**src/design/marc_pkg.sv**
```systemverilog
// ---------------------------------------------------------------------------
// marc_pkg: shared types and constants of the median/average ramp conditioner
// Sample width, configuration register map and reset values, smoothing
// weights and the reciprocal used for the divide by ten.
// ---------------------------------------------------------------------------
package marc_pkg;

  localparam int unsigned DATA_W = 8;
  typedef logic [DATA_W-1:0] data_t;

  // Configuration register map
  localparam int unsigned CFG_IDX_W = 2;
  typedef logic [CFG_IDX_W-1:0] cfg_idx_t;
  localparam cfg_idx_t REG_CLAMP_MIN = 2'd0;
  localparam cfg_idx_t REG_CLAMP_MAX = 2'd1;
  localparam cfg_idx_t REG_RAMP_STEP = 2'd2;

  localparam data_t CLAMP_MIN_RST = 8'd0;
  localparam data_t CLAMP_MAX_RST = 8'd100;
  localparam data_t RAMP_STEP_RST = 8'd5;

  // Default window length
  localparam int unsigned WINDOW_TAPS_DEF = 5;

  // Smoothing: (5*newest + 3*middle + 2*oldest) / 10
  localparam int unsigned SUM_W   = 12;
  localparam int unsigned W_NEW   = 5;
  localparam int unsigned W_MID   = 3;
  localparam int unsigned W_OLD   = 2;
  // ceil(2^16 / 10); exact for every sum below 2560
  localparam int unsigned RECIP_SH = 16;
  localparam int unsigned RECIP_W  = 13;
  localparam int unsigned RECIP    = 6554;
  localparam int unsigned PROD_W   = SUM_W + RECIP_W;

endpackage

```
**src/design/marc_median.sv**
```systemverilog
// ---------------------------------------------------------------------------
// marc_median: median of the sample window
// Ranks every entry against all others in parallel (ties broken by slot
// position) and selects the entry whose rank is the middle one.
// ---------------------------------------------------------------------------
module marc_median #(
  parameter int unsigned TAPS = marc_pkg::WINDOW_TAPS_DEF
) (
  input  marc_pkg::data_t win_i [TAPS],
  output marc_pkg::data_t med_o
);
  import marc_pkg::*;

  localparam int unsigned RANK_W = $clog2(TAPS);
  localparam int unsigned MID    = TAPS / 2;

  logic [RANK_W-1:0] rank [TAPS];

  // Count the entries that sort ahead of each entry
  always_comb begin
    for (int i = 0; i < TAPS; i++) begin
      rank[i] = '0;
      for (int j = 0; j < TAPS; j++) begin
        if (j != i) begin
          if ((win_i[j] < win_i[i]) || ((win_i[j] == win_i[i]) && (j < i))) begin
            rank[i] = rank[i] + RANK_W'(1);
          end
        end
      end
    end
  end

  // Pick the entry of middle rank; ranks are unique so one term is live
  always_comb begin
    med_o = '0;
    for (int i = 0; i < TAPS; i++) begin
      if (rank[i] == RANK_W'(MID)) begin
        med_o = med_o | win_i[i];
      end
    end
  end

endmodule

```
**src/design/median_average_ramp_conditioner.sv**
```systemverilog
// ---------------------------------------------------------------------------
// median_average_ramp_conditioner: median filter, smoother and ramp limiter
// Clamps each speed sample, takes the median of a circular window, smooths
// the last three medians and slew-limits the drive value.
// ---------------------------------------------------------------------------
// Usage:
//   in_*   : one speed sample per beat (valid/ready).
//   out_*  : one result per input beat: window median, smoothed value and
//            drive value (valid/ready).
//   cfg_*  : register writes (index, data); always ready. Index 0 is the
//            lower clamp, 1 the upper clamp, 2 the ramp step; other indexes
//            are ignored. Write only while the block is empty.
// Pipeline: four registered stages (window update, median, weighted average, ramp).
// Throughput: one sample per cycle while out_ready is high; each of the four
//   stages holds one beat and moves on as soon as the stage after it has room.
// Reset: registers return to their defaults, the pipeline empties and the
//   drive value goes to zero; the first sample then seeds the window and
//   the median history.
// Stall: while out_ready is low the result holds; earlier stages keep
//   filling, and in_ready drops once every stage holds a beat.
// ---------------------------------------------------------------------------
module median_average_ramp_conditioner #(
  parameter int unsigned WINDOW_TAPS = marc_pkg::WINDOW_TAPS_DEF
) (
  input  logic                clk,
  input  logic                rst_n,
  input  logic                in_valid,
  output logic                in_ready,
  input  marc_pkg::data_t     in_sample,
  output logic                out_valid,
  input  logic                out_ready,
  output marc_pkg::data_t     out_median_value,
  output marc_pkg::data_t     out_smoothed_value,
  output marc_pkg::data_t     out_drive_value,
  input  logic                cfg_valid,
  output logic                cfg_ready,
  input  marc_pkg::cfg_idx_t  cfg_index,
  input  marc_pkg::data_t     cfg_data
);
  import marc_pkg::*;

  localparam int unsigned SLOT_W = $clog2(WINDOW_TAPS);

  // Configuration
  data_t clamp_min_r, clamp_max_r, ramp_step_r;

  // Window state
  data_t             window_r   [WINDOW_TAPS];
  data_t             window_nxt [WINDOW_TAPS];
  logic [SLOT_W-1:0] slot_r, slot_nxt;
  logic              primed_r;
  data_t             sat_hi, sat;

  // Pipeline stages
  logic  s1_v_r, s2_v_r, s3_v_r, out_valid_r;
  logic  s1_first_r;
  data_t s1_raw_r;
  data_t hist_r [3];
  data_t med;
  data_t s2_med_r;
  data_t s3_med_r, s3_avg_r;
  logic [SUM_W-1:0]  sum;
  logic [PROD_W-1:0] prod;
  data_t avg;
  data_t drive_r, drive_nxt;
  data_t out_med_r, out_avg_r;

  logic in_acc, s2_take, s3_take, s4_take;
  logic s1_free, s2_free, s3_free, out_free;

  // Stage flow: a stage takes a beat when the next one has room
  assign out_free = !out_valid_r || out_ready;
  assign s4_take  = s3_v_r && out_free;
  assign s3_free  = !s3_v_r || s4_take;
  assign s3_take  = s2_v_r && s3_free;
  assign s2_free  = !s2_v_r || s3_take;
  assign s2_take  = s1_v_r && s2_free;
  assign s1_free  = !s1_v_r || s2_take;
  assign in_ready = s1_free;
  assign in_acc   = in_valid && s1_free;

  assign cfg_ready = 1'b1;

  // Register writes; unknown indexes drop
  always_ff @(posedge clk) begin
    if (!rst_n) begin
      clamp_min_r <= CLAMP_MIN_RST;
      clamp_max_r <= CLAMP_MAX_RST;
      ramp_step_r <= RAMP_STEP_RST;
    end else if (cfg_valid) begin
      case (cfg_index)
        REG_CLAMP_MIN: clamp_min_r <= cfg_data;
        REG_CLAMP_MAX: clamp_max_r <= cfg_data;
        REG_RAMP_STEP: ramp_step_r <= cfg_data;
        default: ;
      endcase
    end
  end

  // Clamp: upper limit first, so the lower limit wins when they cross
  assign sat_hi = (in_sample > clamp_max_r) ? clamp_max_r : in_sample;
  assign sat    = (sat_hi < clamp_min_r) ? clamp_min_r : sat_hi;

  // Next window: seed with the raw sample on the first beat, then write slot
  always_comb begin
    for (int k = 0; k < WINDOW_TAPS; k++) begin
      window_nxt[k] = primed_r ? window_r[k] : in_sample;
      if (SLOT_W'(k) == slot_r) begin
        window_nxt[k] = sat;
      end
    end
    slot_nxt = (slot_r == SLOT_W'(WINDOW_TAPS - 1)) ? '0 : slot_r + SLOT_W'(1);
  end

  // Stage 1: window update
  always_ff @(posedge clk) begin
    if (!rst_n) begin
      s1_v_r   <= 1'b0;
      slot_r   <= '0;
      primed_r <= 1'b0;
    end else begin
      if (in_acc) begin
        s1_v_r   <= 1'b1;
        slot_r   <= slot_nxt;
        primed_r <= 1'b1;
      end else if (s2_take) begin
        s1_v_r <= 1'b0;
      end
    end
  end

  always_ff @(posedge clk) begin
    if (in_acc) begin
      window_r   <= window_nxt;
      s1_first_r <= !primed_r;
      s1_raw_r   <= in_sample;
    end
  end

  // Stage 2: median of the newest window, shift into history
  marc_median #(
    .TAPS (WINDOW_TAPS)
  ) u_median (
    .win_i (window_r),
    .med_o (med)
  );

  always_ff @(posedge clk) begin
    if (!rst_n) begin
      s2_v_r <= 1'b0;
    end else if (s2_take) begin
      s2_v_r <= 1'b1;
    end else if (s3_take) begin
      s2_v_r <= 1'b0;
    end
  end

  always_ff @(posedge clk) begin
    if (s2_take) begin
      s2_med_r  <= med;
      hist_r[0] <= med;
      hist_r[1] <= s1_first_r ? s1_raw_r : hist_r[0];
      hist_r[2] <= s1_first_r ? s1_raw_r : hist_r[1];
    end
  end

  // Stage 3: weighted sum, divide by ten through the reciprocal
  assign sum  = SUM_W'(hist_r[0]) * SUM_W'(W_NEW)
              + SUM_W'(hist_r[1]) * SUM_W'(W_MID)
              + SUM_W'(hist_r[2]) * SUM_W'(W_OLD);
  assign prod = PROD_W'(sum) * PROD_W'(RECIP);
  assign avg  = prod[RECIP_SH +: DATA_W];

  always_ff @(posedge clk) begin
    if (!rst_n) begin
      s3_v_r <= 1'b0;
    end else if (s3_take) begin
      s3_v_r <= 1'b1;
    end else if (s4_take) begin
      s3_v_r <= 1'b0;
    end
  end

  always_ff @(posedge clk) begin
    if (s3_take) begin
      s3_med_r <= s2_med_r;
      s3_avg_r <= avg;
    end
  end

  // Stage 4: move drive toward the average by at most the ramp step
  always_comb begin
    if ((s3_avg_r > drive_r) && ((s3_avg_r - drive_r) > ramp_step_r)) begin
      drive_nxt = drive_r + ramp_step_r;
    end else if ((drive_r > s3_avg_r) && ((drive_r - s3_avg_r) > ramp_step_r)) begin
      drive_nxt = drive_r - ramp_step_r;
    end else begin
      drive_nxt = s3_avg_r;
    end
  end

  always_ff @(posedge clk) begin
    if (!rst_n) begin
      out_valid_r <= 1'b0;
      drive_r     <= '0;
    end else begin
      if (s4_take) begin
        out_valid_r <= 1'b1;
        drive_r     <= drive_nxt;
      end else if (out_ready) begin
        out_valid_r <= 1'b0;
      end
    end
  end

  always_ff @(posedge clk) begin
    if (s4_take) begin
      out_med_r <= s3_med_r;
      out_avg_r <= s3_avg_r;
    end
  end

  assign out_valid          = out_valid_r;
  assign out_median_value   = out_med_r;
  assign out_smoothed_value = out_avg_r;
  assign out_drive_value    = drive_r;

endmodule
```
**config.mk**
```make
export PLATFORM = sky130hd
export DESIGN_NAME = median_average_ramp_conditioner
export DESIGN_NICKNAME = d
export VERILOG_FILES = /design/src/design/marc_pkg.sv /design/src/design/marc_median.sv /design/src/design/median_average_ramp_conditioner.sv
export SDC_FILE = /design/constraint.sdc
export NUM_CORES = 1
export LEC_CHECK = 0
export BUFFER_PORTS_ARGS = -buffer_cell sky130_fd_sc_hd__buf_2
export CORE_MARGIN = 4
export CORE_UTILIZATION = 50
export CTS_BUF_LIST = sky130_fd_sc_hd__clkbuf_8
export CTS_CLUSTER_DIAMETER = 200
export DETAILED_ROUTE_END_ITERATION = 8
export PLACE_DENSITY = 0.66
export SLEW_MARGIN = 20
export SYNTH_ARGS = -nofsm -noshare
export SYNTH_HDL_FRONTEND = slang
export SYNTH_SLANG_ARGS = --single-unit
```
**constraint.sdc**
```tcl
create_clock -name clk -period 18.3 [get_ports clk]
set_input_delay 1.83 -clock clk [delete_from_list [all_inputs] [get_ports clk]]
set_output_delay 1.83 -clock clk [all_outputs]
set_load 0.02 [all_outputs]
```
==> metrics.cfg <==
[cts]
post_cts_resized = 0
root_buffer = clkbuf_8
cts.path.max_buffers = 2
cts-buffers-inserted = 17
cts_setup_buffers = 0
clock_sinks = 145
cts_tree = yes
hold_buffers = 0
cts.clk_slew.worst_paths_ps = 90
cts-htree-levels = 4
insertion_delay_ps = 460

[setup_path]
cp_max_fo = 5
end_kind = flip-flop
crit_family = adder cells
cp_common_cell = fa_1
crit_path_start_kind = flip-flop
crit_slowest_cell = fa_1
slowest_delay_ps = 570
arrival_ps = 8420
critPathBufInv = 7
worstSetupPathType = flip-flop to flip-flop
required_ps = 18500
reg2reg_slack_ps = 10080

[cells_and_area]
register_area_sq_um = 3954
antenna_cells = 0
final_nets = 1880
area_delta_synth_final_pct = 6.632
final_common_cell = ha_1
drive_above_1_share_pct = 7.134
multiInputGateArea_sq_um = 9238
fill_cells = 2603
final_cell_mix = ha_1, inv_1, edfxtp_1

[floorplan]
start_util_pct = 51.11
coreArea_sq_um = 28090
fp-row-count = 61
io_pins = 50
dieHeight_um = 177.4
die_area_sq_um = 31490
fp.dieW_um = 177.4

[global_route]
grt_pass1_wl_um = 55290
grt.total_usage_pct = 21.87
grt_max_degree = 42
grt_pass1_vias = 10800
antenna_found_initial = 0
globalRouteOverflowTotal = 0

[timing]
setup-tns-final_ps = 0
period_share_pct = 44.90
final-max-slew-violation-count = 0
finalSetupViolCount = 0
tightestPinTransition_ps = 1077
slew_headroom_pct = 27.57
fmax_mhz = 121.7
final.min_clock_period_ps = 8216
rsz0062_at_grt = false
finalHoldViolCount = 0
finalClockSkew_ps = 20.79

[yosys]
synth_seq_cells = 145
netlist_area_sq_um = 14360
yosys_warnings = 0
yosysSeqAreaShare_pct = 27.54
synth_cell_types = 78
synth_fp_nets = 1843
synth_cells = 1492
synth_edf_count = 105
synth.avg_cell_area_sq_um = 9.622
async_flop_share_pct = 0
synth_ff_type = edfxtp_1

[routing]
drc = 0
drt_pre_antenna_iters = 6
finalWirelength_um = 33610
routed_via_density = 5.716
drtIter0Drc = 942
route.vias.total = 10980
ant_nets = 0
avgRoutedWirePerCell_um = 17.50

[worst_hold_path]
hp-class = flip-flop to flip-flop

[place]
hpwl_um = 26640
place_congestion = 0.8659
portBuffers = 48

[job]
maxCapViolations = 0

[outcome]
run_status = completed

per-stage QoR:
step | instances | setup slack (ps) | util, % | hold WS (ps) | instance area, sq um
2_1_floorplan | 1492 | 10710 | - | 400.3 | 14360
3_3_place_gp | 1888 | 10280 | 53.14 | 404.9 | 14930
3_5_place_dp | 1888 | 10120 | 53.14 | 404.5 | 14930
4_1_cts | 1920 | 10080 | 54.50 | 425.7 | 15310
5_1_grt | 1920 | 9589 | 54.50 | 428.3 | 15310
6_report | 1920 | 10080 | 54.50 | 423.4 | 15310
synth_stat cells, types with 34 or more instances:
cell type	n	area share, %
a21oi_1	79	2.8
dfxtp_1	40	5.6
fa_1	62	8.6
o21ai_0	71	2.5
edfxtp_1	105	22
xnor2_1	34	2.1
nand2_1	66	1.7
inv_1	259	6.8
ha_1	266	23
nor2b_1	46	2.0
nor2_1	50	1.3
o31ai_1	35	1.8
worst reg2reg max path: cells and delay by family, from the launching register on:
family | cells | cell delay, ps
AO/OA/AOI/OAI | 6 | 1160
XOR/XNOR | 2 | 530
adder cells (fa/ha/maj) | 11 | 4670
buffers and inverters | 7 | 400
flip-flops | 1 | 460
AND/OR/NAND/NOR | 4 | 770
sequential cells by signal (all words and copies together) (netlist names):
signal / flops
s2_med_r: 7
s3_med_r: 8
out_smoothed_value: 8
clamp_max_r: 8
primed_r: 1
clamp_min_r: 8
ramp_step_r: 8
out_drive_value: 8
out_valid: 1
s2_v_r: 1
slot_r: 3
out_median_value: 8
hist_r: 17
s3_avg_r: 8
s1_first_r: 1
s1_v_r: 1
s3_v_r: 1
s1_raw_r: 8
window_r: 40
cell type report:
type	count	share of cell area [%]
clock buffer	17	1.528
clock inverter	15	0.9726
inverter	262	6.424
multi-input combinational	1050	60.34
sequential	145	25.83
tap	378	3.090
timing repair buffer	53	1.814
per-layer routing:
| layer | part of all wire [%] | wire, um | GRT usage [%] | up-vias |
|---|---|---|---|---|
| met2 | 45 | 15180 | 34.79 | 325 |
| met4 | 2.0 | 685 | 6.123 | 0 |
| li1 | - | - | - | 5357 |
| met5 | 0 | 0 | 0 | - |
| met1 | 48 | 16070 | 31.53 | 5231 |
| met3 | 5.0 | 1675 | 2.706 | 62 |
worst paths after layout:
| kind | start | end | depth (start not counted) |
|---|---|---|---|
| worst min-delay path | s3_med_r[5]$_DFFE_PP_ | out_median_value[5]$_DFFE_PP_ | 0 |
| worst max register to register | s2_med_r[0]$_DFFE_PP_ | s3_avg_r[7]$_DFFE_PP_ | 30 |
| worst min register to register | s3_med_r[5]$_DFFE_PP_ | out_median_value[5]$_DFFE_PP_ | 0 |
| worst max-delay path | s2_med_r[0]$_DFFE_PP_ | s3_avg_r[7]$_DFFE_PP_ | 30 |
kinds of logic (layout without fill, tap and decap cells):
family | count (synthesis) | in the layout | share of synthesized area, %
buffers and inverters | 297 | 347 | 8.175
xor gates and xnor gates | 51 | 51 | 3.111
and+or+nand+nor | 279 | 279 | 10.13
other | 1 | 1 | 0.02612
AOI/OAI and AO/OA | 368 | 368 | 17.33
adders and majority gates | 328 | 328 | 31.83
DFF | 145 | 145 | 27.54
muxes | 23 | 23 | 1.865
Power is left out: the tool's default activity adds up to more than one toggle a clock period on the data nets, which glitch-free logic cannot reach.
